File: src/sv/rgbp_pkg.sv
// Shared types, constants and helper functions for the radix group byte packer.
package rgbp_pkg;

    // Widths fixed by the field definitions
    localparam int COEFF_W   = 16;
    localparam int GSIZE_W   = 3;
    localparam int GBITS_W   = 7;
    localparam int VALUE_W   = 64;
    localparam int BYTE_W    = 8;
    // Bit buffer in the back end: up to 7 carried bits plus a 64-bit group
    localparam int BUF_W     = VALUE_W + BYTE_W - 1;
    localparam int CFG_IDX_W = 2;

    localparam int MAX_GROUP_SIZE      = 4;
    localparam int DEF_QUEUE_DEPTH     = 2;
    localparam logic [COEFF_W-1:0] RST_MODULUS    = 16'd12289;
    localparam logic [GSIZE_W-1:0] RST_GROUP_SIZE = 3'd4;
    localparam logic [GBITS_W-1:0] RST_GROUP_BITS = 7'd55;

    // Configuration register indexes
    typedef enum logic [CFG_IDX_W-1:0] {
        CFG_MODULUS    = 2'd0,
        CFG_GROUP_SIZE = 2'd1,
        CFG_GROUP_BITS = 2'd2
    } t_cfg_idx;

    // One closed group handed from front to back
    typedef struct packed {
        logic               last;
        logic [VALUE_W-1:0] value;
    } t_grp;

    // Group size: 0 acts as 1, above the maximum acts as the maximum
    function automatic logic [GSIZE_W-1:0] clamp_k(input logic [GSIZE_W-1:0] k);
        logic [GSIZE_W-1:0] r;
        r = k;
        if (k == '0) begin
            r = GSIZE_W'(1);
        end else if (k > GSIZE_W'(MAX_GROUP_SIZE)) begin
            r = GSIZE_W'(MAX_GROUP_SIZE);
        end
        return r;
    endfunction

    // Group bits: 0 acts as 1, above 64 acts as 64
    function automatic logic [GBITS_W-1:0] clamp_gb(input logic [GBITS_W-1:0] gb);
        logic [GBITS_W-1:0] r;
        r = gb;
        if (gb == '0) begin
            r = GBITS_W'(1);
        end else if (gb > GBITS_W'(VALUE_W)) begin
            r = GBITS_W'(VALUE_W);
        end
        return r;
    endfunction

    // Mask keeping the low gb bits (gb already clamped to 1..64)
    function automatic logic [VALUE_W-1:0] low_mask(input logic [GBITS_W-1:0] gb);
        logic [VALUE_W-1:0] r;
        if (gb == GBITS_W'(VALUE_W)) begin
            r = '1;
        end else begin
            r = (VALUE_W'(1) << gb[5:0]) - VALUE_W'(1);
        end
        return r;
    endfunction

endpackage

File: src/sv/rgbp_front.sv
// Front end: accepts coefficients and folds them into radix groups.
module rgbp_front
    import rgbp_pkg::*;
(
    input  logic               i_clk,
    input  logic               i_rst_n,
    input  logic               i_valid,
    output logic               o_ready,
    input  logic [COEFF_W-1:0] i_coeff,
    input  logic               i_last,
    input  logic [COEFF_W-1:0] i_modulus,
    input  logic [GSIZE_W-1:0] i_group_k,
    input  logic [VALUE_W-1:0] i_mask,
    input  logic               i_full,
    output logic               o_push,
    output t_grp               o_grp
);

    logic                r_mul_vld;
    logic [47:0]         r_plo;
    logic [31:0]         r_phi;
    logic [COEFF_W-1:0]  r_coeff;
    logic                r_last;
    logic [VALUE_W-1:0]  r_gv;
    logic [GSIZE_W-1:0]  r_dcnt;

    logic                accept;
    logic [47:0]         w_plo;
    logic [47:0]         w_phi;
    logic [VALUE_W-1:0]  sum;
    logic [GSIZE_W-1:0]  dcnt_inc;
    logic                close;

    // One word at a time: the product stage must fold in before the next, and no word is taken while the queue is full
    assign o_ready = !r_mul_vld && !i_full;
    assign accept  = i_valid && o_ready;

    // Split 64x16 multiply, only low 64 bits of the product are kept
    assign w_plo = {16'b0, r_gv[31:0]} * {32'b0, i_modulus};
    assign w_phi = {16'b0, r_gv[63:32]} * {32'b0, i_modulus};

    assign sum      = {16'b0, r_plo} + {r_phi, 32'b0} + {48'b0, r_coeff};
    assign dcnt_inc = r_dcnt + GSIZE_W'(1);
    assign close    = r_mul_vld && ((dcnt_inc >= i_group_k) || r_last);

    assign o_push      = close;
    assign o_grp.last  = r_last;
    assign o_grp.value = sum & i_mask;

    // Product stage
    always_ff @(posedge i_clk) begin
        if (!i_rst_n) begin
            r_mul_vld <= 1'b0;
        end else begin
            r_mul_vld <= accept;
        end
    end

    always_ff @(posedge i_clk) begin
        if (accept) begin
            r_plo   <= w_plo;
            r_phi   <= w_phi[31:0];
            r_coeff <= i_coeff;
            r_last  <= i_last;
        end
    end

    // Accumulate stage: open group value and digit count
    always_ff @(posedge i_clk) begin
        if (!i_rst_n) begin
            r_gv   <= '0;
            r_dcnt <= '0;
        end else if (r_mul_vld) begin
            if (close) begin
                r_gv   <= '0;
                r_dcnt <= '0;
            end else begin
                r_gv   <= sum;
                r_dcnt <= dcnt_inc;
            end
        end
    end

`ifndef SYNTH
    // An open group never reaches the largest group size
    a_dcnt_bound: assert property (@(posedge i_clk) disable iff (!i_rst_n)
        r_dcnt < GSIZE_W'(MAX_GROUP_SIZE))
        else $error("open group holds too many digits");
`endif

endmodule

File: src/sv/rgbp_queue.sv
// Short queue of closed groups between front and back.
module rgbp_queue
    import rgbp_pkg::*;
#(
    parameter int DEPTH = DEF_QUEUE_DEPTH  // power of two, 2 or more
) (
    input  logic i_clk,
    input  logic i_rst_n,
    input  logic i_push,
    input  t_grp i_grp,
    output logic o_full,
    output logic o_valid,
    output t_grp o_grp,
    input  logic i_pop
);

    localparam int PW = $clog2(DEPTH);
    localparam int CW = $clog2(DEPTH + 1);

    t_grp          r_mem [DEPTH];
    logic [PW-1:0] r_wptr;
    logic [PW-1:0] r_rptr;
    logic [CW-1:0] r_cnt;
    logic          do_push;
    logic          do_pop;

    assign o_full  = (r_cnt == CW'(DEPTH));
    assign o_valid = (r_cnt != '0);
    assign o_grp   = r_mem[r_rptr];
    assign do_push = i_push && !o_full;
    assign do_pop  = i_pop && o_valid;

    // Pointers and fill count
    always_ff @(posedge i_clk) begin
        if (!i_rst_n) begin
            r_wptr <= '0;
            r_rptr <= '0;
            r_cnt  <= '0;
        end else begin
            if (do_push) begin
                r_wptr <= r_wptr + PW'(1);
            end
            if (do_pop) begin
                r_rptr <= r_rptr + PW'(1);
            end
            if (do_push && !do_pop) begin
                r_cnt <= r_cnt + CW'(1);
            end else if (do_pop && !do_push) begin
                r_cnt <= r_cnt - CW'(1);
            end
        end
    end

    always_ff @(posedge i_clk) begin
        if (do_push) begin
            r_mem[r_wptr] <= i_grp;
        end
    end

`ifndef SYNTH
    // A closed group must never meet a full queue
    a_no_overflow: assert property (@(posedge i_clk) disable iff (!i_rst_n)
        i_push |-> !o_full)
        else $error("group pushed into full queue");
`endif

endmodule

File: src/sv/rgbp_back.sv
// Back end: merges group bits into the byte stream and emits bytes.
module rgbp_back
    import rgbp_pkg::*;
(
    input  logic               i_clk,
    input  logic               i_rst_n,
    input  logic [GBITS_W-1:0] i_gb,
    input  logic               i_grp_valid,
    input  t_grp               i_grp,
    output logic               o_pop,
    output logic               o_valid,
    input  logic               i_ready,
    output logic [BYTE_W-1:0]  o_byte,
    output logic               o_last
);

    logic [BUF_W-1:0]   r_buf;
    logic [GBITS_W-1:0] r_cnt;
    logic               r_last;
    logic               r_ovld;
    logic [BYTE_W-1:0]  r_obyte;
    logic               r_olast;

    logic [BUF_W-1:0]   n_buf;
    logic [GBITS_W-1:0] n_cnt;
    logic               n_last;
    logic               n_ovld;

    logic               has_out;
    logic               slot_free;
    logic               emit;
    logic               load;

    // A byte is due when 8 bits are buffered, or any bits at end of vector
    assign has_out   = (r_cnt >= GBITS_W'(BYTE_W)) || (r_last && (r_cnt != '0));
    assign slot_free = !r_ovld || i_ready;
    assign emit      = has_out && slot_free;
    assign load      = !has_out && i_grp_valid;
    assign o_pop     = load;

    assign o_valid = r_ovld;
    assign o_byte  = r_obyte;
    assign o_last  = r_olast;

    // Buffer next state: shift out a byte, or append a new group above the carry
    always_comb begin
        n_buf  = r_buf;
        n_cnt  = r_cnt;
        n_last = r_last;
        if (emit) begin
            n_buf = r_buf >> BYTE_W;
            if (r_cnt >= GBITS_W'(BYTE_W)) begin
                n_cnt = r_cnt - GBITS_W'(BYTE_W);
            end else begin
                n_cnt = '0;
            end
        end else if (load) begin
            n_buf  = {{(BUF_W - BYTE_W + 1){1'b0}}, r_buf[BYTE_W-2:0]}
                   | ({{(BYTE_W - 1){1'b0}}, i_grp.value} << r_cnt[2:0]);
            n_cnt  = {{(GBITS_W - 3){1'b0}}, r_cnt[2:0]} + i_gb;
            n_last = i_grp.last;
        end
    end

    // Output word register
    always_comb begin
        n_ovld = r_ovld;
        if (emit) begin
            n_ovld = 1'b1;
        end else if (i_ready) begin
            n_ovld = 1'b0;
        end
    end

    always_ff @(posedge i_clk) begin
        if (!i_rst_n) begin
            r_buf  <= '0;
            r_cnt  <= '0;
            r_last <= 1'b0;
            r_ovld <= 1'b0;
        end else begin
            r_buf  <= n_buf;
            r_cnt  <= n_cnt;
            r_last <= n_last;
            r_ovld <= n_ovld;
        end
    end

    always_ff @(posedge i_clk) begin
        if (emit) begin
            r_obyte <= r_buf[BYTE_W-1:0];
            r_olast <= r_last && (r_cnt <= GBITS_W'(BYTE_W));
        end
    end

`ifndef SYNTH
    // Buffered bit count stays within the buffer
    a_cnt_bound: assert property (@(posedge i_clk) disable iff (!i_rst_n)
        r_cnt <= GBITS_W'(BUF_W))
        else $error("bit buffer overfilled");

    // Loading a group always adds bits to the buffer
    a_load_grows: assert property (@(posedge i_clk) disable iff (!i_rst_n)
        load |=> r_cnt > $past(r_cnt))
        else $error("group load added no bits");

    // An emitted byte marked last leaves no bits behind
    a_last_drains: assert property (@(posedge i_clk) disable iff (!i_rst_n)
        (emit && r_last && (r_cnt <= GBITS_W'(BYTE_W))) |=> (r_cnt == '0))
        else $error("bits left after last byte");
`endif

endmodule

File: src/sv/radix_group_byte_packer_core.sv
// Path: a group-closing coefficient passes the product stage, queue, back-end bit buffer and
// output byte register; later bytes of the group follow one per cycle while the output is ready.
// Flow: a coefficient is taken only once the previous one has left the product stage (the split
// multiply-accumulate loop) and the queue is not full; the byte side pauses to load each group.
// Reset: synchronous, active low; clears all group, carry and queue state and returns the
// registers to modulus 12289, group size 4, group bits 55.
module radix_group_byte_packer_core
    import rgbp_pkg::*;
#(
    parameter int QUEUE_DEPTH = DEF_QUEUE_DEPTH
) (
    input  logic                 i_clk,
    input  logic                 i_rst_n,
    // Coefficient stream
    input  logic                 s_axis_tvalid,
    output logic                 s_axis_tready,
    input  logic [COEFF_W-1:0]   s_axis_tdata,   // [15:0] coeff
    input  logic                 s_axis_tlast,   // last_coeff
    // Byte stream
    output logic                 m_axis_tvalid,
    input  logic                 m_axis_tready,
    output logic [BYTE_W-1:0]    m_axis_tdata,   // [7:0] out_byte
    output logic                 m_axis_tlast,   // last_byte
    // Register writes
    input  logic                 i_cfg_valid,
    output logic                 o_cfg_ready,
    input  logic [CFG_IDX_W-1:0] i_cfg_addr,
    input  logic [COEFF_W-1:0]   i_cfg_data
);

    logic [COEFF_W-1:0] r_modulus;
    logic [GSIZE_W-1:0] r_group_size;
    logic [GBITS_W-1:0] r_group_bits;

    logic [GSIZE_W-1:0] group_k;
    logic [GBITS_W-1:0] group_gb;
    logic [VALUE_W-1:0] group_mask;

    logic push;
    t_grp push_grp;
    logic q_full;
    logic q_valid;
    t_grp q_grp;
    logic pop;

    // Register file
    assign o_cfg_ready = 1'b1;

    always_ff @(posedge i_clk) begin
        if (!i_rst_n) begin
            r_modulus    <= RST_MODULUS;
            r_group_size <= RST_GROUP_SIZE;
            r_group_bits <= RST_GROUP_BITS;
        end else if (i_cfg_valid) begin
            case (t_cfg_idx'(i_cfg_addr))
                CFG_MODULUS:    r_modulus    <= i_cfg_data;
                CFG_GROUP_SIZE: r_group_size <= i_cfg_data[GSIZE_W-1:0];
                CFG_GROUP_BITS: r_group_bits <= i_cfg_data[GBITS_W-1:0];
                default: ;
            endcase
        end
    end

    assign group_k    = clamp_k(r_group_size);
    assign group_gb   = clamp_gb(r_group_bits);
    assign group_mask = low_mask(group_gb);

    rgbp_front u_front (
        .i_clk     (i_clk),
        .i_rst_n   (i_rst_n),
        .i_valid   (s_axis_tvalid),
        .o_ready   (s_axis_tready),
        .i_coeff   (s_axis_tdata),
        .i_last    (s_axis_tlast),
        .i_modulus (r_modulus),
        .i_group_k (group_k),
        .i_mask    (group_mask),
        .i_full    (q_full),
        .o_push    (push),
        .o_grp     (push_grp)
    );

    rgbp_queue #(
        .DEPTH (QUEUE_DEPTH)
    ) u_queue (
        .i_clk   (i_clk),
        .i_rst_n (i_rst_n),
        .i_push  (push),
        .i_grp   (push_grp),
        .o_full  (q_full),
        .o_valid (q_valid),
        .o_grp   (q_grp),
        .i_pop   (pop)
    );

    rgbp_back u_back (
        .i_clk       (i_clk),
        .i_rst_n     (i_rst_n),
        .i_gb        (group_gb),
        .i_grp_valid (q_valid),
        .i_grp       (q_grp),
        .o_pop       (pop),
        .o_valid     (m_axis_tvalid),
        .i_ready     (m_axis_tready),
        .o_byte      (m_axis_tdata),
        .o_last      (m_axis_tlast)
    );

endmodule
File: config.mk
export PLATFORM = sky130hd
export DESIGN_NAME = radix_group_byte_packer_core
export DESIGN_NICKNAME = d
export VERILOG_FILES = /design/src/sv/rgbp_pkg.sv /design/src/sv/rgbp_front.sv /design/src/sv/rgbp_queue.sv /design/src/sv/rgbp_back.sv /design/src/sv/radix_group_byte_packer_core.sv
export SDC_FILE = /design/constraint.sdc
export NUM_CORES = 2
export LEC_CHECK = 0
export BUFFER_PORTS_ARGS = -buffer_cell sky130_fd_sc_hd__buf_2
export CAP_MARGIN = 20
export CORE_MARGIN = 4
export CORE_UTILIZATION = 59
export DETAILED_ROUTE_END_ITERATION = 10
export HOLD_SLACK_MARGIN = 0.03
export PLACE_DENSITY = 0.75
export SETUP_SLACK_MARGIN = 0.1
export SYNTH_ARGS = -nofsm -noshare
export SYNTH_HDL_FRONTEND = slang
export SYNTH_SLANG_ARGS = --single-unit
File: constraint.sdc
create_clock -name i_clk -period 8.3 [get_ports i_clk]
set_input_delay 0 -clock i_clk [delete_from_list [all_inputs] [get_ports i_clk]]
set_output_delay 0 -clock i_clk [all_outputs]
set_load 0.02 [all_outputs]
==> metrics.md <==
| Metric | Value |
|---|---|
| Hold Path Sink | `u_front.r_coeff[7]` |
| Filler cell count | `about 6,600` |
| Synthesized Nets | `between 6,000 and 7,000` |
| HP Start | `s_axis_tdata[7]` |
| RSZ-0062 raised after global routing | `no` |
| Most common cell on crit path | `fa_1` |
| Critical Path RT | `8620 ps` |
| # rows | `105` |
| Cell Area, Placed | `roughly 50,000 sq um` |
| Post-synthesis sequential area ratio | `21.9%` |
| Largest net degree at the start of global routing | `90` |
| Die height | `295 microns` |
| Worst-Skew Late Latency | `around 610 ps` |
| Worst Setup End Kind | `flip-flop` |
| R2R Path Start | `r_modulus[3]` |
| Gpl congestion | `around 0.97` |
| Initial DRC count | `~3,200` |
| Max Fclk | `approximately 140 MHz` |
| Final Setup Violations | `0` |
| Reg-to-reg endpoint | `u_front.r_phi[30]` |
| Multi-input logic area | `~34,000 sq um` |
| Die X | `between 200 and 300 microns` |
| Final wirelength | `~130 mm` |
| Hold Path Cell Cnt | `2` |
| Final-stage net count | `approximately 6,000` |
| Initial core utilization | `between 50% and 60%` |
| Worst setup path category | `reg -> reg` |
| Core box area | `82,000 sq um` |
| CTS Buf Count | `46` |
| Final instance area | `between 50,000 and 60,000 sq um` |
| HP Class | `in -> reg` |
| Dpl hpwl | `between 90 and 100 mm` |
| First-pass GRT wire length | `around 210 mm` |
| Slowest Stage Delay on Critical Path | `930 ps` |
| Rel. slew slack | `between 20% and 30%` |
| DR WL/cell | `between 20 and 25 microns` |
| CTS tree | `yes` |
| Number of global-route vias before repair | `around 39,000` |
| Post-Syn Area per Cell | `between 9 and 10 sq um` |
| Run status | `finished clean` |
| Max FO, Critical Path | `32` |
| Remaining global-route overflow | `0` |
| Crit path launch type | `flip-flop` |
| Mapped cell area | `48,700 sq um` |
| Max clock buf depth | `3` |
| Yosys reg bits | `between 400 and 500` |
| Crit path DAT | `about 7300 ps` |
| Vias per Instance | `approximately 6.0` |
| Clock root buffer | `clkbuf_16` |
| Antenna violations before repair | `4` |
| Register-to-register setup slack | `around 1300 ps` |
| Final TNS setup | `0 ps` |
| Leakage dissipation | `between 20 and 25 nW` |
| Buf/Inv on CP | `4` |
| Final Hold Fails | `0` |
| Worst-path clk slew | `60 ps` |
| Finished Core Util | `63.2%` |
| Die ar. | `just under 90,000 sq um` |
| Sequential Area | `roughly 11,000 sq um` |
| Final setup margin | `around 1300 ps` |
| Total vias in the final route | `36,900` |
| Skew final | `a little over 40 ps` |
| Worst-margin pin slew | `~1100 ps` |
| Residual DRC count | `0` |
| Gates resized, CTS repair | `0` |
| Final min period | `between 7000 and 8000 ps` |
| Mapped Cells | `~5,100` |
| Top Family by Delay on Critical Path | `adder cells` |
| Number of enable flip-flop cells after synthesis | `between 200 and 250` |
| Slew Limit Fails | `0` |
| Yosys cell types | `85` |
| Tcrit/Tclk final | `a little over four fifths` |
| I/O pins | `52` |
| Synth-to-layout area growth | `6.34%` |
| Max-cap violations | `0` |
| R2R cell count | `21` |
| Place WS | `around 1300 ps` |
| Total track usage | `a little under a third` |
| PortBufs | `50` |
| H-tree Lvls | `2` |
| Total number of yosys warnings | `0` |
| Synth Flop Type | `edfxtp_1` |
| Async set-reset flop share out of synthesis | `0%` |
| Post-route ant nets | `0` |
| Slowest CP cell | `dfxtp_2` |
| Peak VDD IR | `~0.56 mV` |
| 1st-pass router iterations | `6` |
| Ratio of cells with drive above 1 in the final layout | `under 10%` |
| Cell chain of the critical path | `buf_4, nand2_1, fa_1, inv_1, fa_1, fa_1, fa_1, inv_1, fa_1, fa_1, inv_1, ha_1, a21o_1, a21o_1, a211oi_1, o2bb2ai_1, a21oi_1, a31o_2, o2111ai_1, a21oi_1, xnor2_1` |
| Clock Sinks | `415` |
| PD cells | `182 nW/um^2` |
## cell type report
class | count | share of cell area, %
Sequential cell | 415 | 20.7
Multi-Input combinational cell | 3567 | 65.4
Antenna cell | 2 | 0.00966
Timing Repair Buffer | 176 | 2.66
Clock buffer | 65 | 2.36
Tap cell | 1070 | 2.58
Inverter | 810 | 5.87
Clock inverter | 20 | 0.449
## cells in the mapped netlist, drive strengths merged, types with 103 or more instances
cell | instances | area, sq um
a21oi | 183 | 931
nand2 | 815 | 3060
o21ai | 115 | 576
nor2 | 128 | 483
edfxtp | 236 | 7090
inv | 809 | 3040
fa | 724 | 14500
dfxtp | 179 | 3580
ha | 227 | 2840
clkbuf | 282 | 1060
mux4 | 103 | 2320
and2 | 370 | 2320
xnor2 | 114 | 998
## how the worst max path moves through the flow
stage | startpoint | endpoint | slack, ps | cells after the start
floorplan | u_front.r_dcnt[0] | u_queue.r_mem[0][0] | 1920 | 6
global placement | r_modulus[6] | u_front.r_plo[46] | 1430 | 21
detailed placement | r_modulus[6] | u_front.r_plo[45] | 1340 | 21
CTS | r_modulus[6] | u_front.r_plo[40] | 1330 | 21
global route | r_modulus[3] | u_front.r_phi[30] | 1040 | 21
finish | r_modulus[3] | u_front.r_phi[30] | 1280 | 21
## worst reg2reg max path, stage by stage, from the launching register on
cell	delay, ps
dfxtp_2	930
buf_4	450
nand2_1	120
fa_1	490
inv_1	60
fa_1	570
fa_1	460
fa_1	560
inv_1	50
fa_1	450
fa_1	490
inv_1	40
ha_1	330
a21o_1	180
a21o_1	180
a211oi_1	330
o2bb2ai_1	160
a21oi_1	260
a31o_2	240
o2111ai_1	130
a21oi_1	200
xnor2_1	100
## stage by stage
step | hold WS, ps | total power, W | cells
3_3_place_gp | 178 | 0.00725 | 5989
6_report | 109 | 0.00945 | 6125
2_1_floorplan | 98.9 | 0.00614 | 5096
4_1_cts | 75.4 | 0.00940 | 6122
5_1_grt | 106 | 0.0100 | 6123
3_5_place_dp | 178 | 0.00736 | 5989
## power breakdown
group | internal, W | switching, W | total [W]
clock network | 0.00116 | 0.000862 | 0.00202
logic | 0.00168 | 0.00254 | 0.00422
registers | 0.00274 | 0.000467 | 0.00320
total | 0.00557 | 0.00387 | 0.00945
## layout by cell type, fill, tap and decap left out, drive strengths merged, types with 53 or more instances in the layout
master  instances
fa            724
a22oi          54
nand3          66
xor2           64
and2          370
mux4          103
a21oi         183
ha            227
a21boi         89
inv           813
dfxtp         179
xnor2         114
a21o           53
nor2          128
edfxtp        236
o21ai         115
buf           128
clkbuf         65
nand2         815
## what timing repair did
action | in CTS | in global routing
endpoints found under the hold margin | 90 | 0
buffers inserted | 0 | 0
hold buffers | 48 | 0
## cells by family after synthesis
family                   Yosys count  synth area share [%]
XOR/XNOR                         178                  3.20
AND/OR/NAND/NOR                 1584                  15.4
multiplexers                     140                  5.54
adder cells (fa/ha/maj)          951                  35.6
buffers and inverters           1114                  8.61
flip-flops                       415                  21.9
other                              1               0.00770
AO/OA/AOI/OAI                    713                  9.76
## layer usage
layer	GRT usage (%)	up-vias	wire, microns	share of wire (%)
li1	-	16200	-	-
met1	42.8	18600	52800	40
met2	49.7	1770	60300	46
met3	5.37	315	12600	9.6
met4	11.5	2	5350	4.1
met5	0	-	7	0.0053
## sequential cells by signal, indices dropped and copies added, names as in the netlist, named ones only
name               cells
u_back.r_last          1
u_front.r_coeff       16
u_queue.r_cnt          2
u_back.o_last          1
r_group_size           3
u_back.o_byte          8
u_queue.r_mem        130
u_back.r_buf          71
u_front.r_gv          64
u_front.r_plo         48
u_back.o_valid         1
u_queue.r_rptr         1
r_modulus             16
r_group_bits           7
u_front.r_mul_vld      1
u_back.r_cnt           7
u_front.r_last         1
u_front.r_phi         32
u_queue.r_wptr         1
u_front.r_dcnt         3
(Power assumes the default switching activity.)
